## src/hdl/mwd_pkg.sv

```systemverilog
// Shared constants and types for the multiword by word divider.
package mwd_pkg;

    // Field widths on the ports
    localparam int DATA_W = 64;
    localparam int CFG_W  = 64;
    localparam int ADDR_W = 4;

    // Arithmetic word width, 8 to 64
    localparam int WORD_BITS = 64;
    localparam int CNT_W     = $clog2(WORD_BITS);

    // Register index taken from paddr[3]
    localparam logic REG_DIVISOR = 1'b0;

    typedef enum logic [3:0] {
        ST_IDLE = 4'b0001,
        ST_PRE  = 4'b0010,
        ST_DIV  = 4'b0100,
        ST_FIN  = 4'b1000
    } state_t;

    typedef struct packed {
        logic                 qbit;
        logic [WORD_BITS-1:0] rem;
    } step_res_t;

endpackage

```

## src/hdl/multiword_by_word_divider_top.sv

```systemverilog
// Multiword by word divider: streaming short division with an APB divisor register.
//
//  channel  | dir | signals                         | contents
//  ---------+-----+---------------------------------+--------------------------------------
//  s_*      | in  | s_tvalid s_tready s_tdata s_tlast | limb, last_limb on tlast
//  m_*      | out | m_tvalid m_tready m_tdata m_tlast | quotient, remainder, last, zero flag
//  apb      | in  | psel penable pwrite paddr pwdata  | divisor at address 0
//
// A limb is accepted only in the idle state and then divided by WORD_BITS steps, one
// step a cycle of the shared subtract unit; the finish state then loads the output register.
// If the carried remainder is at or above the divisor, it is first reduced by another
// WORD_BITS steps on the same unit; a zero divisor goes straight to the finish state.
// Reset clears the sequencer, the output valid flag and the carried remainder; divisor is 1.
// While a result waits on m_tready the unit holds in its finish state.
module multiword_by_word_divider_top (
    input  logic                        clk,
    input  logic                        rst_n,
    // s_tdata: limb[63:0]
    input  logic                        s_tvalid,
    output logic                        s_tready,
    input  logic [mwd_pkg::DATA_W-1:0]  s_tdata,
    input  logic                        s_tlast,
    // m_tdata: quotient_limb[63:0], final_remainder[127:64]
    output logic                        m_tvalid,
    input  logic                        m_tready,
    output logic [2*mwd_pkg::DATA_W-1:0] m_tdata,
    output logic                        m_tlast,
    // m_tuser: divide_by_zero[0]
    output logic                        m_tuser,
    input  logic                        psel,
    input  logic                        penable,
    input  logic                        pwrite,
    input  logic [mwd_pkg::ADDR_W-1:0]  paddr,
    input  logic [mwd_pkg::CFG_W-1:0]   pwdata,
    output logic [mwd_pkg::CFG_W-1:0]   prdata,
    output logic                        pready
);
    import mwd_pkg::*;

    localparam logic [CNT_W-1:0] CNT_LAST = CNT_W'(WORD_BITS - 1);

    state_t               state_reg, state_next;
    logic [CNT_W-1:0]     cnt_reg, cnt_next;
    logic [CFG_W-1:0]     divisor_reg, divisor_next;
    logic [WORD_BITS-1:0] rr_reg, rr_next;
    logic                 out_valid_reg, out_valid_next;

    logic [WORD_BITS-1:0] rem_reg, rem_next;
    logic [WORD_BITS-1:0] shift_reg, shift_next;
    logic [WORD_BITS-1:0] limb_reg, limb_next;
    logic                 last_reg, last_next;
    logic                 dbz_reg, dbz_next;
    logic [DATA_W-1:0]    out_quot_reg, out_quot_next;
    logic [DATA_W-1:0]    out_rem_reg, out_rem_next;
    logic                 out_last_reg, out_last_next;
    logic                 out_dbz_reg, out_dbz_next;

    logic [WORD_BITS-1:0] d;
    logic                 cfg_write;
    logic                 s_fire;
    logic                 out_load;
    step_res_t            step;

    assign d         = divisor_reg[WORD_BITS-1:0];
    assign cfg_write = psel && penable && pwrite && pready;
    assign pready    = 1'b1;
    assign prdata    = (paddr[3] == REG_DIVISOR) ? divisor_reg : '0;

    assign s_tready = (state_reg == ST_IDLE);
    assign s_fire   = s_tvalid && s_tready;
    assign out_load = (state_reg == ST_FIN) && (!out_valid_reg || m_tready);

    assign m_tvalid = out_valid_reg;
    assign m_tdata  = {out_rem_reg, out_quot_reg};
    assign m_tlast  = out_last_reg;
    assign m_tuser  = out_dbz_reg;

    mwd_div_step u_step (
        .rem_in  (rem_reg),
        .bit_in  (shift_reg[WORD_BITS-1]),
        .divisor (d),
        .res     (step)
    );

    always_comb
    begin
        state_next     = state_reg;
        cnt_next       = cnt_reg;
        divisor_next   = divisor_reg;
        rr_next        = rr_reg;
        out_valid_next = out_valid_reg;
        rem_next       = rem_reg;
        shift_next     = shift_reg;
        limb_next      = limb_reg;
        last_next      = last_reg;
        dbz_next       = dbz_reg;
        out_quot_next  = out_quot_reg;
        out_rem_next   = out_rem_reg;
        out_last_next  = out_last_reg;
        out_dbz_next   = out_dbz_reg;

        if (cfg_write && (paddr[3] == REG_DIVISOR))
        begin
            divisor_next = pwdata;
        end

        unique case (state_reg)
            ST_IDLE:
            begin
                if (s_fire)
                begin
                    last_next = s_tlast;
                    limb_next = s_tdata[WORD_BITS-1:0];
                    dbz_next  = (d == '0);
                    cnt_next  = CNT_LAST;
                    priority if (d == '0)
                    begin
                        shift_next = '0;
                        rem_next   = '0;
                        if (s_tlast)
                        begin
                            rr_next = '0;
                        end
                        state_next = ST_FIN;
                    end
                    else if (rr_reg >= d)
                    begin
                        // Reduce the carried remainder before the limb itself
                        rem_next   = '0;
                        shift_next = rr_reg;
                        state_next = ST_PRE;
                    end
                    else
                    begin
                        rem_next   = rr_reg;
                        shift_next = s_tdata[WORD_BITS-1:0];
                        state_next = ST_DIV;
                    end
                end
            end
            ST_PRE:
            begin
                rem_next   = step.rem;
                shift_next = {shift_reg[WORD_BITS-2:0], step.qbit};
                cnt_next   = cnt_reg - CNT_W'(1);
                if (cnt_reg == '0)
                begin
                    // Drop the quotient of the reduction, start on the limb
                    shift_next = limb_reg;
                    cnt_next   = CNT_LAST;
                    state_next = ST_DIV;
                end
            end
            ST_DIV:
            begin
                rem_next   = step.rem;
                shift_next = {shift_reg[WORD_BITS-2:0], step.qbit};
                cnt_next   = cnt_reg - CNT_W'(1);
                if (cnt_reg == '0)
                begin
                    rr_next    = last_reg ? '0 : step.rem;
                    state_next = ST_FIN;
                end
            end
            ST_FIN:
            begin
                if (out_load)
                begin
                    state_next = ST_IDLE;
                end
            end
            default:
            begin
                state_next = ST_IDLE;
            end
        endcase

        if (m_tready)
        begin
            out_valid_next = 1'b0;
        end
        if (out_load)
        begin
            out_valid_next = 1'b1;
            out_quot_next  = DATA_W'(shift_reg);
            out_rem_next   = last_reg ? DATA_W'(rem_reg) : '0;
            out_last_next  = last_reg;
            out_dbz_next   = dbz_reg;
        end
    end

    always_ff @(posedge clk or negedge rst_n)
    begin
        if (!rst_n)
        begin
            state_reg     <= ST_IDLE;
            cnt_reg       <= '0;
            divisor_reg   <= CFG_W'(1);
            rr_reg        <= '0;
            out_valid_reg <= 1'b0;
        end
        else
        begin
            state_reg     <= state_next;
            cnt_reg       <= cnt_next;
            divisor_reg   <= divisor_next;
            rr_reg        <= rr_next;
            out_valid_reg <= out_valid_next;
        end
    end

    always_ff @(posedge clk)
    begin
        rem_reg      <= rem_next;
        shift_reg    <= shift_next;
        limb_reg     <= limb_next;
        last_reg     <= last_next;
        dbz_reg      <= dbz_next;
        out_quot_reg <= out_quot_next;
        out_rem_reg  <= out_rem_next;
        out_last_reg <= out_last_next;
        out_dbz_reg  <= out_dbz_next;
    end

`ifndef SYNTHESIS
    a_dbz_zero: assert property (@(posedge clk) disable iff (!rst_n)
        (out_valid_reg && out_dbz_reg) |-> (out_quot_reg == '0 && out_rem_reg == '0))
        else $error("zero divisor result carries nonzero data");

    a_rem_only_last: assert property (@(posedge clk) disable iff (!rst_n)
        (out_valid_reg && !out_last_reg) |-> (out_rem_reg == '0))
        else $error("final remainder set on a result that is not last");

    a_dbz_last_clears: assert property (@(posedge clk) disable iff (!rst_n)
        (s_fire && d == '0 && s_tlast) |=> (rr_reg == '0))
        else $error("carried remainder not cleared after last limb");

    a_fin_loads: assert property (@(posedge clk) disable iff (!rst_n)
        out_load |=> (out_valid_reg && state_reg == ST_IDLE))
        else $error("finish did not load the output register");

    a_busy_not_ready: assert property (@(posedge clk) disable iff (!rst_n)
        s_fire |=> !s_tready)
        else $error("accepted an item while a division is in flight");
`endif

endmodule

```

## src/hdl/mwd_div_step.sv

```systemverilog
// One restoring radix-2 division step: shift in a bit, conditionally subtract.
module mwd_div_step (
    input  logic [mwd_pkg::WORD_BITS-1:0] rem_in,
    input  logic                          bit_in,
    input  logic [mwd_pkg::WORD_BITS-1:0] divisor,
    output mwd_pkg::step_res_t            res
);
    import mwd_pkg::*;

    logic [WORD_BITS-1:0] shifted;
    logic [WORD_BITS:0]   diff;
    logic                 qbit;

    assign shifted = {rem_in[WORD_BITS-2:0], bit_in};
    // The bit shifted out on top makes the partial remainder one bit wider
    assign diff    = {rem_in[WORD_BITS-1], shifted} - {1'b0, divisor};
    assign qbit    = ~diff[WORD_BITS];
    assign res     = {qbit, qbit ? diff[WORD_BITS-1:0] : shifted};

endmodule
```

## config.mk

```make
export PLATFORM = sky130hd
export DESIGN_NAME = multiword_by_word_divider_top
export DESIGN_NICKNAME = d
export VERILOG_FILES = /design/src/hdl/mwd_pkg.sv /design/src/hdl/multiword_by_word_divider_top.sv /design/src/hdl/mwd_div_step.sv
export SDC_FILE = /design/constraint.sdc
export NUM_CORES = 1
export LEC_CHECK = 0
export BUFFER_PORTS_ARGS = -buffer_cell sky130_fd_sc_hd__buf_2
export CAP_MARGIN = 20
export CORE_MARGIN = 4
export CORE_UTILIZATION = 55
export DETAILED_ROUTE_END_ITERATION = 12
export GPL_TIMING_DRIVEN = 0
export PLACE_DENSITY_LB_ADDON = 0.08
export RECOVER_POWER = 100
export SLEW_MARGIN = 5
export SYNTH_ARGS = -nofsm -noshare
export SYNTH_HDL_FRONTEND = slang
export SYNTH_SLANG_ARGS = --single-unit
```

## constraint.sdc

```tcl
create_clock -name clk -period 11.9 [get_ports clk]
set_input_delay 0.595 -clock clk [delete_from_list [all_inputs] [get_ports clk]]
set_output_delay 0.595 -clock clk [all_outputs]
set_load 0.01 [all_outputs]
```

==> results.md, run 1 <==
* Htree depth at 2
* Via count at 19600
* Reg2Reg Depth at 9
* Number of global-route vias before repair at 19100
* Initial antenna violation count at 3
* Critical path class: in2async
* Max transition margin at -2.01
* Buffers plus inverters on the worst setup path at 2
* Clock Tree Buf Depth at 3
* First-pass GRT wire length at 118000 um
* Final nets at ~2800
* Final RePlAce weighted congestion at 0.972
* Antenna Cells at 0
* Number of setup violations in the final report at 0
* Resize count post-CTS at 0
* Synth area leader: edfxtp_1
* Fin. Hold Viols at 0
* RR Endpoint: rr_reg[45]$_DFFE_PN0P_
* Clock transition at the registers of the reported paths at approximately 60 ps
* Mapped Area at 24300 sq um
* Worst R2R Start: state_reg[0]$_DFFE_PN1P_
* Distinct cell type count after synthesis at 81
* Tmin final at ~6900 ps
* CTS root buf: clkbuf_16
* Clk_skew at 36.0 ps
* Xor and xnor fraction of the mapped netlist area at 0.0222
* DRT iter0 DRCs at 1765
* Yosys top cell area share at 0.400
* Syn Nets at 2426
* Commonest cells post-synth: 324 x edfxtp_1, 175 x o21ai_0, 152 x nor2_1
* Die Y at 218 um
* Top Usage Layer GRT: met2
* Post-CTS setup buffers at 0
* Worst path max stage delay at 3090 ps
* Mean post-synth cell area at 11.3 sq um
* Synth Instances at 2155
* Placement-stage cell area at 27100 sq um
* Power per Cell Area at 289 nW/um^2
* Primary FF master, synth: edfxtp_1
* GRT Total Usage at 0.325
* Post-Synth Adder-Cell Area at 0.0676
* Asr flop ratio synth at 0.300
* Final instance area at 28200 sq um
* Crit-path max FO at 73
* Grt met2 use at 0.510
* Hold-fix buffers, CTS at 0
* Pleak at 10.9 nW
* #FFs+latches synth at 463
* CP delay by family, top: buffers and inverters
* Slew Limit Fails at 474
* Area of the multi-input gates at 10300 sq um
* DIE WIDTH at approximately 220 um
* Maxcap violations at 13
* Crit path top cell by count: clkbuf_1
* Synth warn at 0
* First-pass DRT Iterations at 7
* Vias per std cell at 6.15
* Crit path required time at between 10000 and 15000 ps
* Hpwl dp at 60600 um
* Compound-gate portion of the synthesized area at 0.162
* Initial Util at 0.560
* Most common cell in the netlist: edfxtp_1
* Status: finished, violations left
* TritonCTS clock tree: yes
* CP Capture Type: async pin
* Drt wl/cell at 25.0 um
* Setup crit start: rst_n
* Clk_lat worst skew at roughly 600 ps
* Sum Neg Setup Slack at 0 ps
* GR Util met1 at 0.462
* GR Overflow Total at 0
* Top Ports at 337
* CP max stage cell: clkbuf_1
* Number of cells on the critical path at 2
* Mux share of post-synthesis cell area at 0.0646
* Worst Max-Slew Pin Slew at 4520 ps
* Ranking of synthesized cells by area: edfxtp_1 40%, dfrtp_1 14%, ha_1 6.7%
* CTS Buf Count at 49
* Detailed Route WL at ~79000 um
* Met3 usage at 0.0635
* Row count at 76
* Min-delay worst type: in2reg
* Area delta synth->final at 15.6%
* Max rail drop VDD at 0.146 mV
* Register area share after synthesis at 0.543
* Reg2Reg Setup Slack at 5290 ps
* Largest net degree at the start of global routing at 74
* Ratio of cells with drive above 1 in the final layout at 0.105
* Buffers on Ports at around 330
* Final period utilization at 0.584
* Post-synth EDFFs at ~320
* Max Freq at 144 MHz
* Critical-path cell list: clkbuf_1 > clkbuf_1
* Antenna Nets Post-Route at 0
* Synth Area in Simple Gates at 0.107
* RSZ-0062 raised after global routing: no
* Die area at between 40000 and 50000 sq um
* Filler cells at 3604
* DRC violations left at 0
* Startpoint Class: input pin
* Core area at ~43000 sq um
* Clock Sinks at 463
* Register area at 13200 sq um
* Largest family of logic cells by synthesized area: compound AO/OA/AOI/OAI gates
* WP data arrival at 6750 ps
* Violated checks: capacitance limit, slew limit
* Worst setup endpoint: d[38]$_DFFE_PN0P_
-- per-layer routing --
layer | wire length, um | vias to the layer above
li1 | - | 8846
met1 | 34000 | 9690
met2 | 36400 | 902
met3 | 6600 | 118
met4 | 2320 | 0
met5 | 0 | -
-- cells by family after synthesis --
family | Yosys count
xor gates and xnor gates | 60
and+or+nand+nor | 536
buffers and inverters | 205
adders and majority gates | 131
other | 1
AOI/OAI and AO/OA | 610
DFF | 463
muxes | 149
-- stage by stage --
stage	util	instances	hold slack, ps	power, mW	setup WS, ps
2_1_floorplan	-	2155	299	5.26	4800
3_3_place_gp	0.615	3072	407	6.53	1710
3_5_place_dp	0.623	3087	418	6.57	6580
4_1_cts	0.660	3179	1.33	8.13	6520
5_1_grt	0.648	3180	177	8.60	3690
6_report	0.648	3180	184	8.15	4950
-- layout by cell type, fill, tap and decap left out, types with 23 or more instances in the layout --
master / netlist / layout
mux2i_1: 84 / 84
clkbuf_16: 0 / 49
edfxtp_1: 324 / 324
nor2_1: 152 / 151
nand2_1: 143 / 143
a22oi_1: 63 / 63
buf_2: 27 / 100
dfrtp_1: 137 / 137
mux2_2: 65 / 64
inv_1: 85 / 84
xnor2_1: 28 / 28
o21ai_0: 175 / 187
and2_0: 0 / 53
nand4_1: 39 / 39
a21oi_1: 130 / 130
nand3_1: 27 / 27
a21o_1: 46 / 46
ha_1: 130 / 130
xor2_1: 30 / 30
nor4_1: 24 / 23
o2bb2ai_1: 55 / 55
clkbuf_1: 86 / 371
-- area by class of cell --
class / count / area share
Clock buffer: 71 / 0.0504
Sequential cell: 463 / 0.469
Timing Repair Buffer: 348 / 0.0508
Tap cell: 585 / 0.0260
Clock inverter: 21 / 0.00778
Inverter: 85 / 0.0114
Buffer: 120 / 0.0176
Multi-Input combinational cell: 1487 / 0.367
-- worst min path at each step --
| stage | startpoint | to | slack [ps] | cells past startpoint |
|---|---|---|---|---|
| 6_report | s_tdata[13] | limb_reg[13]$_DFFE_PP_ | 180 | 1 |
| 5_1_grt | s_tdata[13] | limb_reg[13]$_DFFE_PP_ | 180 | 1 |
| 4_1_cts | rst_n | m_tvalid$_DFFE_PN0P_ | 1 | 1 |
| 3_5_place_dp | dbz_reg$_DFFE_PP_ | m_tuser$_DFFE_PP_ | 420 | 0 |
| 2_1_floorplan | rst_n | cnt_reg[0]$_DFFE_PN0P_ | 300 | 0 |
| 3_3_place_gp | dbz_reg$_DFFE_PP_ | m_tuser$_DFFE_PP_ | 410 | 0 |
-- where the power goes --
part           switching (mW)  leakage (nW)  internal (mW)
clock                   0.651         0.802          0.898
sequential              0.282          4.47           2.40
combinational            2.63          5.58           1.29
total                    3.56          10.9           4.58
No activity file was read; power rests on OpenSTA's default activity.
==> run 2, diff against run 1 <==
--- a/config.mk
+++ b/config.mk
@@ -8,7 +8,7 @@
 export BUFFER_PORTS_ARGS = -buffer_cell sky130_fd_sc_hd__buf_2
 export CAP_MARGIN = 20
 export CORE_MARGIN = 4
-export CORE_UTILIZATION = 55
+export CORE_UTILIZATION = 53
 export DETAILED_ROUTE_END_ITERATION = 12
 export GPL_TIMING_DRIVEN = 0
 export PLACE_DENSITY_LB_ADDON = 0.08
==> constraint.sdc (replaced) <==
create_clock -name clk -period 5.9 [get_ports clk]
set_input_delay 0.295 -clock clk [delete_from_list [all_inputs] [get_ports clk]]
set_output_delay 0.295 -clock clk [all_outputs]
set_load 0.01 [all_outputs]
==> run 2 against run 1 <==
  * The flow still finishes with violations (capacitance limit, slew limit)
  * Global-route usage shrank 0.89 points
  * Die area increased by 3.6%
  * Critical path type is now reg2reg
  * Routed wire length increased by 1.6%
  * Setup slack got worse by 4600 ps
  * Flip-flop and latch count unchanged
  * Largest cell class unchanged
  * Critical endpoint is now rem_reg[1]$_DFFE_PP_
  * Utilization is 0.19 points higher
  * Critical path depth rose by 11
  * Sequential share of layout area down 2.1 points
  * Highest routed layer unchanged
  * First-iteration DRC count increased by 13%
  * Clock power increased by 110%
  * Cell count up 4.5%
  * Sequential power rose by 100%
==> results.md, run 2 (synthesized netlist as in run 1, its figures left out) <==
* Area delta synth->final at 21.1%
* Commonest non-fill, non-tap cell in the layout: clkbuf_1
* CP max stage cell: dfstp_1
* Violated checks: capacitance limit, slew limit
* Die Y at 222 um (+1.8%)
* Clock transition at the registers of the reported paths at 60 ps (about the same)
* Number of global-route vias before repair at 19800 (+3.7%)
* Critical path class: reg2reg
* Clock share of power at 0.199 (+0.009)
* Initial Util at 0.537 (-0.0238)
* CP Capture Type: register
* Ratio of cells with drive above 1 in the final layout at 0.0966 (-0.00862)
* Final WS setup at 312 ps (-4640 ps)
* Final instance area at 29500 sq um (+4.7%)
* Top Usage Layer GRT: met2
* Max transition margin at -0.890 (+1.12)
* Clock Sinks at 463 (unchanged)
* Detailed Route WL at 80700 um (+1.6%)
* Tmin final at 5590 ps
* WP data arrival at 5890 ps (-860 ps)
* Buffers on Ports at 332 (unchanged)
* Startpoint Class: register
* Largest net degree at the start of global routing at 93 (+26%)
* Htree depth at 2 (unchanged)
* Clk_skew at 36.7 ps (+0.706 ps)
* Final period utilization at 0.947
* GR Overflow Total at 0 (unchanged)
* Max Freq at about 180 MHz
* Sequential power share at 0.324 (-0.005)
* Antenna Nets Post-Route at 0 (unchanged)
* Drt wl/cell at 24.3 um (-2.7%)
* WHS at 75.7 ps (-108 ps)
* Antenna Cells at 0 (unchanged)
* Most frequent cells in the layout: 370 x clkbuf_1, 324 x edfxtp_1, 185 x o21ai_0
* CTS Buf Count at 49 (unchanged)
* Initial antenna violation count at 1 (-2)
* Combinational power share at 0.477 (-0.004)
* Fin. Hold Viols at 0 (unchanged)
* Internal Power at 9.40 mW (+110%)
* Max rail drop VDD at 0.273 mV (+87%)
* Power per Cell Area at 561 nW/um^2 (+94%)
* Placement-stage cell area at 27100 sq um (about the same)
* Post-CTS setup buffers at 0 (unchanged)
* Hold-fix buffers, CTS at 130 (+130)
* GRT Total Usage at 0.316 (-0.00894)
* DIE WIDTH at 222 um (+1.8%)
* Number of setup violations in the final report at 0 (unchanged)
* First-pass DRT Iterations at 6 (-1)
* Hpwl dp at 60300 um (-0.42%)
* TritonCTS clock tree: yes
* Vias per std cell at 6.04 (-1.7%)
* Crit path required time at 6210 ps (-5490 ps)
* RSZ-0062 raised after global routing: no
* Met3 usage at 0.0511 (-0.0124)
* Slew Limit Fails at 382 (-19%)
* Min-delay worst type: in2reg
* Grt met2 use at 0.494 (-0.0159)
* Final RePlAce weighted congestion at 0.957 (-1.6%)
* Crit-path max FO at 10 (-86%)
* Maxcap violations at 12 (-1)
* Pleak at 11.4 nW (+5.1%)
* Resize count post-CTS at 0 (unchanged)
* Pre-CTS setup slack at 588 ps (-5990 ps)
* Critical-path cell list: ha_1 > inv_1 > fa_1 > a211oi_1 > o21ai_2 > o211ai_1 > a2111oi_0 > nor2_1 > o21ai_0 > xnor2_1 > clkbuf_1 > mux2i_1 > o2bb2ai_1
* Final nets at 2954 (+4.6%)
* Sw frac at 0.432 (-0.00502)
* GR Util met1 at 0.456 (-0.00583)
* Worst path max stage delay at 700 ps (-2390 ps)
* First-pass GRT wire length at 121000 um (+3.0%)
* Clk_lat worst skew at 600 ps (about the same)
* Top Ports at 337 (unchanged)
* Status: finished, violations left
* Row count at 78 (+2.6%)
* DRT iter0 DRCs at 1997 (+13%)
* Core area at 45400 sq um (+4.4%)
* Psw at 7.15 mW (+100%)
* Die area at 49400 sq um (+3.6%)
* Via count at 20100 (+2.7%)
* DRC violations left at 0 (unchanged)
* CTS root buf: clkbuf_16
* Filler cells at 3713 (+3.0%)
* Clock Tree Buf Depth at 3 (unchanged)
* Reg2Reg Setup Slack at 310 ps (-4980 ps)
* Worst Max-Slew Pin Slew at 2840 ps (-1690 ps)
[run 2: cell types whose count changed in the layout (fill, tap and decap cells not counted), moves of 2 or more]
cell           delta
and2_0            -2
and2_1            +2
buf_2             -3
buf_4             -4
bufinv_16         +5
clkbuf_16         +2
clkbuf_2          +4
clkbuf_8          -8
clkinv_1          +3
clkinv_8          -2
dlygate4sd3_1   +130
o21ai_0           -2
o21ai_1           +3
[run 2: through the flow]
| step | utilization | TNS, ps | instances | total power, mW |
|---|---|---|---|---|
| after floorplan | - | 0 | 2155 | 10.6 |
| after global placement | 0.590 | -138300 | 3087 | 13.0 |
| after detailed placement | 0.597 | 0 | 3102 | 13.2 |
| after CTS | 0.663 | 0 | 3323 | 16.6 |
| after global routing | 0.650 | 0 | 3323 | 17.5 |
| final | 0.650 | 0 | 3323 | 16.6 |
[run 2: area by class of cell]
| class | count | area [sq um] | area share |
|---|---|---|---|
| timing repair buffer | 477 | 2730 | 0.0926 |
| clock inverter | 28 | 362 | 0.0123 |
| sequential | 463 | 13200 | 0.448 |
| multi-input combinational | 1487 | 10300 | 0.349 |
| clock buffer | 63 | 1350 | 0.0458 |
| buffer | 120 | 484 | 0.0164 |
| tap | 600 | 751 | 0.0255 |
| inverter | 85 | 320 | 0.0109 |
[run 2: per-layer routing]
layer / up-vias / share of wire
met2: 926 / 0.45
li1: 9110 / -
met4: 0 / 0.035
met3: 155 / 0.078
met1: 9890 / 0.44
met5: - / 0
[run 2: final timing paths]
| kind | from | depth (start not counted) | end |
|---|---|---|---|
| worst max register to register | d[0]$_DFFE_PN1P_ | 13 | rem_reg[1]$_DFFE_PP_ |
| worst min register to register | dbz_reg$_DFFE_PP_ | 0 | m_tuser$_DFFE_PP_ |
| min in group asynchronous | rst_n | 2 | d[2]$_DFFE_PN0P_ |
| worst min-delay path | s_tvalid | 3 | state_reg[0]$_DFFE_PN1P_ |
| worst max-delay path | d[0]$_DFFE_PN1P_ | 13 | rem_reg[1]$_DFFE_PP_ |
| max in group asynchronous | rst_n | 3 | d[49]$_DFFE_PN0P_ |
[run 2: critical path: cells and delay by family (launching register included)]
family | cells | cell delay (ps)
buf+inv | 2 | 750
simple gates | 1 | 480
compound gates | 6 | 1730
mux | 1 | 350
flops | 1 | 700
fa+ha+maj | 2 | 650
xor+xnor | 1 | 630
[run 2: power by group through the flow]
stage | Combinational, mW | Sequential (mW) | Clock [mW]
6_report | 7.89 | 5.36 | 3.30
5_1_grt | 8.62 | 5.43 | 3.48
4_1_cts | 8.02 | 5.29 | 3.33
3_5_place_dp | 7.89 | 5.35 | 0
3_3_place_gp | 7.57 | 5.38 | 0
2_1_floorplan | 5.39 | 5.21 | 0
